[config.mk]
export PLATFORM = sky130hd
export DESIGN_NAME = lcgurip_ctrl
export DESIGN_NICKNAME = d
export VERILOG_FILES = /design/src/sv/lcgurip_pkg.sv /design/src/sv/lcgurip_ctrl.sv
export SDC_FILE = /design/constraint.sdc
export NUM_CORES = 1
export LEC_CHECK = 0
export ABC_AREA = 0
export BUFFER_PORTS_ARGS = -buffer_cell sky130_fd_sc_hd__buf_4
export CAP_MARGIN = 20
export CORE_AREA = 5 5 42 44
export DETAILED_ROUTE_END_ITERATION = 6
export DIE_AREA = 0 0 47 49
export GPL_TIMING_DRIVEN = 0
export HOLD_SLACK_MARGIN = 0.12
export PLACE_DENSITY = 0.6
export REMOVE_ABC_BUFFERS = 1
export SLEW_MARGIN = 5
export SYNTH_ARGS = -nofsm -noshare
export SYNTH_HDL_FRONTEND = slang
export SYNTH_SLANG_ARGS = --single-unit
[constraint.sdc]
create_clock -name clk -period 1.4 [get_ports clk]
set_input_delay 0 -clock clk [delete_from_list [all_inputs] [get_ports clk]]
set_output_delay 0 -clock clk [all_outputs]
set_load 0.005 [all_outputs]
[src/sv/lcgurip_pkg.sv]
// Shared types and constants for the LCG unique random index picker.
package lcgurip_pkg;

  localparam int unsigned DATA_W  = 32;
  localparam int unsigned IDX_W   = 8;
  localparam int unsigned MOD_STEPS = DATA_W;
  localparam int unsigned STEP_W  = $clog2(MOD_STEPS);
  // Index field reaches 255, so no table deeper than 256 entries is ever read
  localparam int unsigned IDX_SPAN = 1 << IDX_W;
  localparam int unsigned CMP_W   = 13;

  localparam logic [DATA_W-1:0] LCG_MUL = 32'd1664525;
  localparam logic [DATA_W-1:0] LCG_INC = 32'd1013904223;

  typedef enum logic [2:0] {
    ST_IDLE,
    ST_STEP,
    ST_MSTART,
    ST_MWAIT,
    ST_RD,
    ST_CMP,
    ST_APPEND,
    ST_DONE
  } state_t;

  // Controller to datapath commands
  typedef struct packed {
    logic load;
    logic step;
    logic mod_start;
    logic scan_clr;
    logic scan_inc;
    logic rd;
    logic wr;
    logic cnt_inc;
    logic out_load;
  } cmd_t;

  // Datapath to controller status
  typedef struct packed {
    logic in_bad;
    logic mod_done;
    logic cnt_zero;
    logic match;
    logic scan_last;
    logic cnt_at_idx;
    logic out_free;
  } sts_t;

endpackage

[src/sv/lcgurip_ctrl.sv]
// Controller state machine: sequences generator steps, table scans and appends.
module lcgurip_ctrl
  import lcgurip_pkg::*;
(
  input  logic clk,
  input  logic rst_n,
  input  logic in_valid,
  output logic in_ready,
  input  sts_t sts,
  output cmd_t cmd
);

  state_t state_r, state_nxt;

  // Next state
  always_comb begin
    state_nxt = state_r;
    case (state_r)
      ST_IDLE: begin
        if (in_valid) begin
          state_nxt = sts.in_bad ? ST_DONE : ST_STEP;
        end
      end
      ST_STEP:   state_nxt = ST_MSTART;
      ST_MSTART: state_nxt = ST_MWAIT;
      ST_MWAIT: begin
        if (sts.mod_done) begin
          state_nxt = sts.cnt_zero ? ST_APPEND : ST_RD;
        end
      end
      ST_RD: state_nxt = ST_CMP;
      ST_CMP: begin
        if (sts.match) begin
          state_nxt = ST_STEP;
        end else if (sts.scan_last) begin
          state_nxt = ST_APPEND;
        end else begin
          state_nxt = ST_RD;
        end
      end
      ST_APPEND: state_nxt = sts.cnt_at_idx ? ST_DONE : ST_STEP;
      ST_DONE: begin
        if (sts.out_free) begin
          state_nxt = ST_IDLE;
        end
      end
      default: state_nxt = ST_IDLE;
    endcase
  end

  // Outputs
  always_comb begin
    cmd      = '0;
    in_ready = 1'b0;
    case (state_r)
      ST_IDLE: begin
        in_ready = 1'b1;
        cmd.load = in_valid;
      end
      ST_STEP:   cmd.step = 1'b1;
      ST_MSTART: cmd.mod_start = 1'b1;
      ST_MWAIT:  cmd.scan_clr = sts.mod_done;
      ST_RD:     cmd.rd = 1'b1;
      ST_CMP:    cmd.scan_inc = ~sts.match & ~sts.scan_last;
      ST_APPEND: begin
        cmd.wr      = 1'b1;
        cmd.cnt_inc = ~sts.cnt_at_idx;
      end
      ST_DONE:   cmd.out_load = sts.out_free;
      default:   cmd = '0;
    endcase
  end

  always_ff @(posedge clk) begin
    if (!rst_n) begin
      state_r <= ST_IDLE;
    end else begin
      state_r <= state_nxt;
    end
  end

endmodule
==> key figures <==
Critical path
  • Delay-heaviest family, CP: flip-flops
  • Crit path launch type: flip-flop
  • Max incr delay on CP: between 400 and 500 ps
  • Max stage delay cell, worst path: dfxtp_2
  • Critical path depth: 3
  • Crit path arrival time: 1230 ps
  • Crit Path Class: reg -> out
  • Crit path buf inv count: 2
  • CP endpoint kind: output pin
  • Critical-path maximum fanout: 9
  • Worst Reg-to-Reg Cells: 4
  • Cells traversed along the worst timing path: clkinv_4 -> nor4_1 -> buf_4
  • Worst endpoint required time: around 1400 ps

Detailed routing
  • Wire per inst: 10.6 um
  • # DRC: 0
  • Final WL: between 800 and 900 um
  • Router iterations before antenna repair: 4
  • Routed vias: 368
  • Antenna viol nets, final: 0
  • Via-per-instance ratio: roughly 4.5
  • First-iteration detailed-routing DRC count: 7

Die
  • Row Count: 14
  • Die ar.: roughly 2300 um^2
  • Initial Utilization: 0.224
  • Die W: 47 um
  • Core area: ~1400 um^2
  • I/O Pins: 20
  • Chip height: about 50 um

Final layout
  • Number of flip-flops in the largest register: 3
  • Biggest regs: state_r (3)
  • Fillers: approximately 160
  • Final core occ: 0.361
  • Area Growth Syn to Fin: 61.0%
  • Fraction of layout cells with a size suffix above 1: 0.477
  • Design Area, Final: between 500 and 600 um^2
  • ANT cells: 0
  • Fin nets: 76
  • Largest Register: state_r

Logic synthesis
  • Cell taking the most area after synthesis: dfxtp_1
  • Top_reg_cell synth: dfxtp_1
  • Part of the Yosys area used for sequential elements: 0.191
  • Synthesis Warnings: 0
  • Most frequent cells after synthesis: nor2_1, inv_1, dfxtp_1
  • Area share of the largest cell type after synthesis: 0.191
  • Post-synth EDFFs: 0
  • Synth cell types: 25
  • Synth async-reset ratio: 0
  • #FFs+latches synth: 3
  • Most numerous cell in the Yosys netlist: nor2_1
  • Mean area per synthesized cell: ~7.3 um^2
  • Post-Syn Area: roughly 310 um^2
  • Synth Instances: 43
  • Ranking of synthesized cells by area: dfxtp_1, a221oi_2, nor2_1

CTS
  • Reg clk slew, reported paths: around 40 ps
  • CTS Root Cell: clkbuf_4
  • CTS max path bufs: 2
  • Num CTS Buffers: 3
  • H-tree levels: 1
  • Num Clock Sinks: 3
  • Clock network latency to the later pin of the worst-skew pair: between 200 and 250 ps
  • CTS tree: built

Global routing
  • Total global routing overflow: 0
  • Pin count of the biggest net entering global routing: 16
  • Met1 usage: 0.112
  • First-pass GRT wire length: approximately 1500 um
  • Vias in the first global route: around 360
  • All-Layer GR Usage: 0.0900
  • M2 GR Usage: 0.129
  • Most Crowded Layer GR: met2
  • Initial antenna violation count: 0
  • Met3 GRT Util: 0.0517

Power
  • Sw Pwr: roughly 0.36 mW
  • Power density cells: roughly 1700 nW/um^2
  • Sw Ratio: 0.419
  • Clock network power share: 0.180
  • Comb power frac: 0.533
  • Peak supply drop: between 600 and 700 uV
  • Leakage: approximately 0.23 nW
  • Final Total Pwr: 0.850 mW
  • Int Pwr: around 0.49 mW
  • Flop pwr share: 0.287

Place
  • I/O Buffers: 19
  • Final RePlAce weighted congestion: 0.714
  • Placed Instance Area: ~460 um^2
  • Post-DP HPWL: roughly 650 um

STA
  • Worst Skew: approximately 0.88 ps
  • Unrepaired setup endpoints after global routing: no
  • Fmax: 815 MHz
  • Final Max Tran Viols: 0
  • Final hold vios: 0
  • Smallest hold slack: 131 ps
  • Fin crit period: about 1200 ps
  • # setup viols final: 0
  • Period utilization: 0.877
  • Worst-Margin Slew: ~250 ps
  • Max-slew headroom: 0.832

Run
  • Max-cap viol count: 0

Outcome
  • Outcome: finished, final reports clean

Min path
  • Hold Path Class: in -> reg
  • Hold Path Stages: 4
[placed cells by master (no fill, tap or decap)]
master	count
clkbuf_1	1
dlygate4sd3_1	2
nand2_1	2
and3_1	2
nor3_1	1
and2_1	1
nor2b_1	1
inv_1	4
nor3_2	1
nand2b_1	2
nor2_1	6
o21ai_1	2
clkinv_4	1
o21ai_0	1
o2bb2ai_1	1
nor3b_2	1
a211oi_1	1
buf_4	19
a221oi_2	2
a21oi_1	2
o21a_2	1
nor4_1	1
dfxtp_2	3
clkbuf_4	3
a31oi_1	2
nand4_1	1
a211o_1	1
[power by group through the flow]
stage	logic [mW]	clock network, mW	registers [mW]
2_1_floorplan	0.288	0	0.211
3_3_place_gp	0.452	0	0.238
3_5_place_dp	0.454	0	0.237
4_1_cts	0.460	0.163	0.239
5_1_grt	0.515	0.178	0.259
6_report	0.453	0.153	0.244
[worst reg2reg max path: stages, from the launching register on]
cell and delay (ps):
dfxtp_2 440, nand2b_1 170, nand4_1 130, o21a_2 170, a221oi_2 220
[kinds of logic after synthesis]
logic type	synth area share
AND/OR/NAND/NOR	0.343
buffers and inverters	0.143
flip-flops	0.191
AO/OA/AOI/OAI	0.323
[through the flow]
| step | TNS [ps] | setup WS [ps] | cells |
|---|---|---|---|
| after detailed placement | -1.27 | -1.27 | 75 |
| after CTS | 0 | 35.9 | 81 |
| after global routing | 0 | 41.0 | 81 |
| final | 0 | 173 | 81 |
| after floorplan | 0 | 167 | 40 |
| after global placement | 0 | 12.6 | 75 |
[path summary, 6_finish.rpt]
kind / from / end / slack [ps]
hold reg to reg: state_r[2] / state_r[2] / 570
hold / removal: sts[0] / state_r[0] / 130
setup reg to reg: state_r[2] / state_r[2] / 180
setup / recovery: state_r[2] / cmd[4] / 170
[layout make-up]
cell class | count | area [um^2] | area share
timing repair buffer | 21 | 163 | 0.322
inverter | 5 | 23.8 | 0.0470
multi-input combinational | 32 | 209 | 0.413
clock buffer | 4 | 26.3 | 0.0520
sequential | 3 | 63.8 | 0.126
tap | 16 | 20.0 | 0.0396
[repair_timing]
| item | 4_1_cts | 5_1_grt |
|---|---|---|
| hold buffers | 2 | 0 |
| hold endpoints to repair | 3 | 0 |
| gates resized for setup | 1 | 2 |
| endpoints found under the setup margin | 2 | 3 |
| buffers inserted | 0 | 0 |
[per-layer routing]
metal  wire length, um  up-vias
li1                  -      200
met1               352      155
met2               419       13
met3                88        0
met4                 0        0
met5                 0        -
Note: power is estimated with default switching activity, not from simulation.
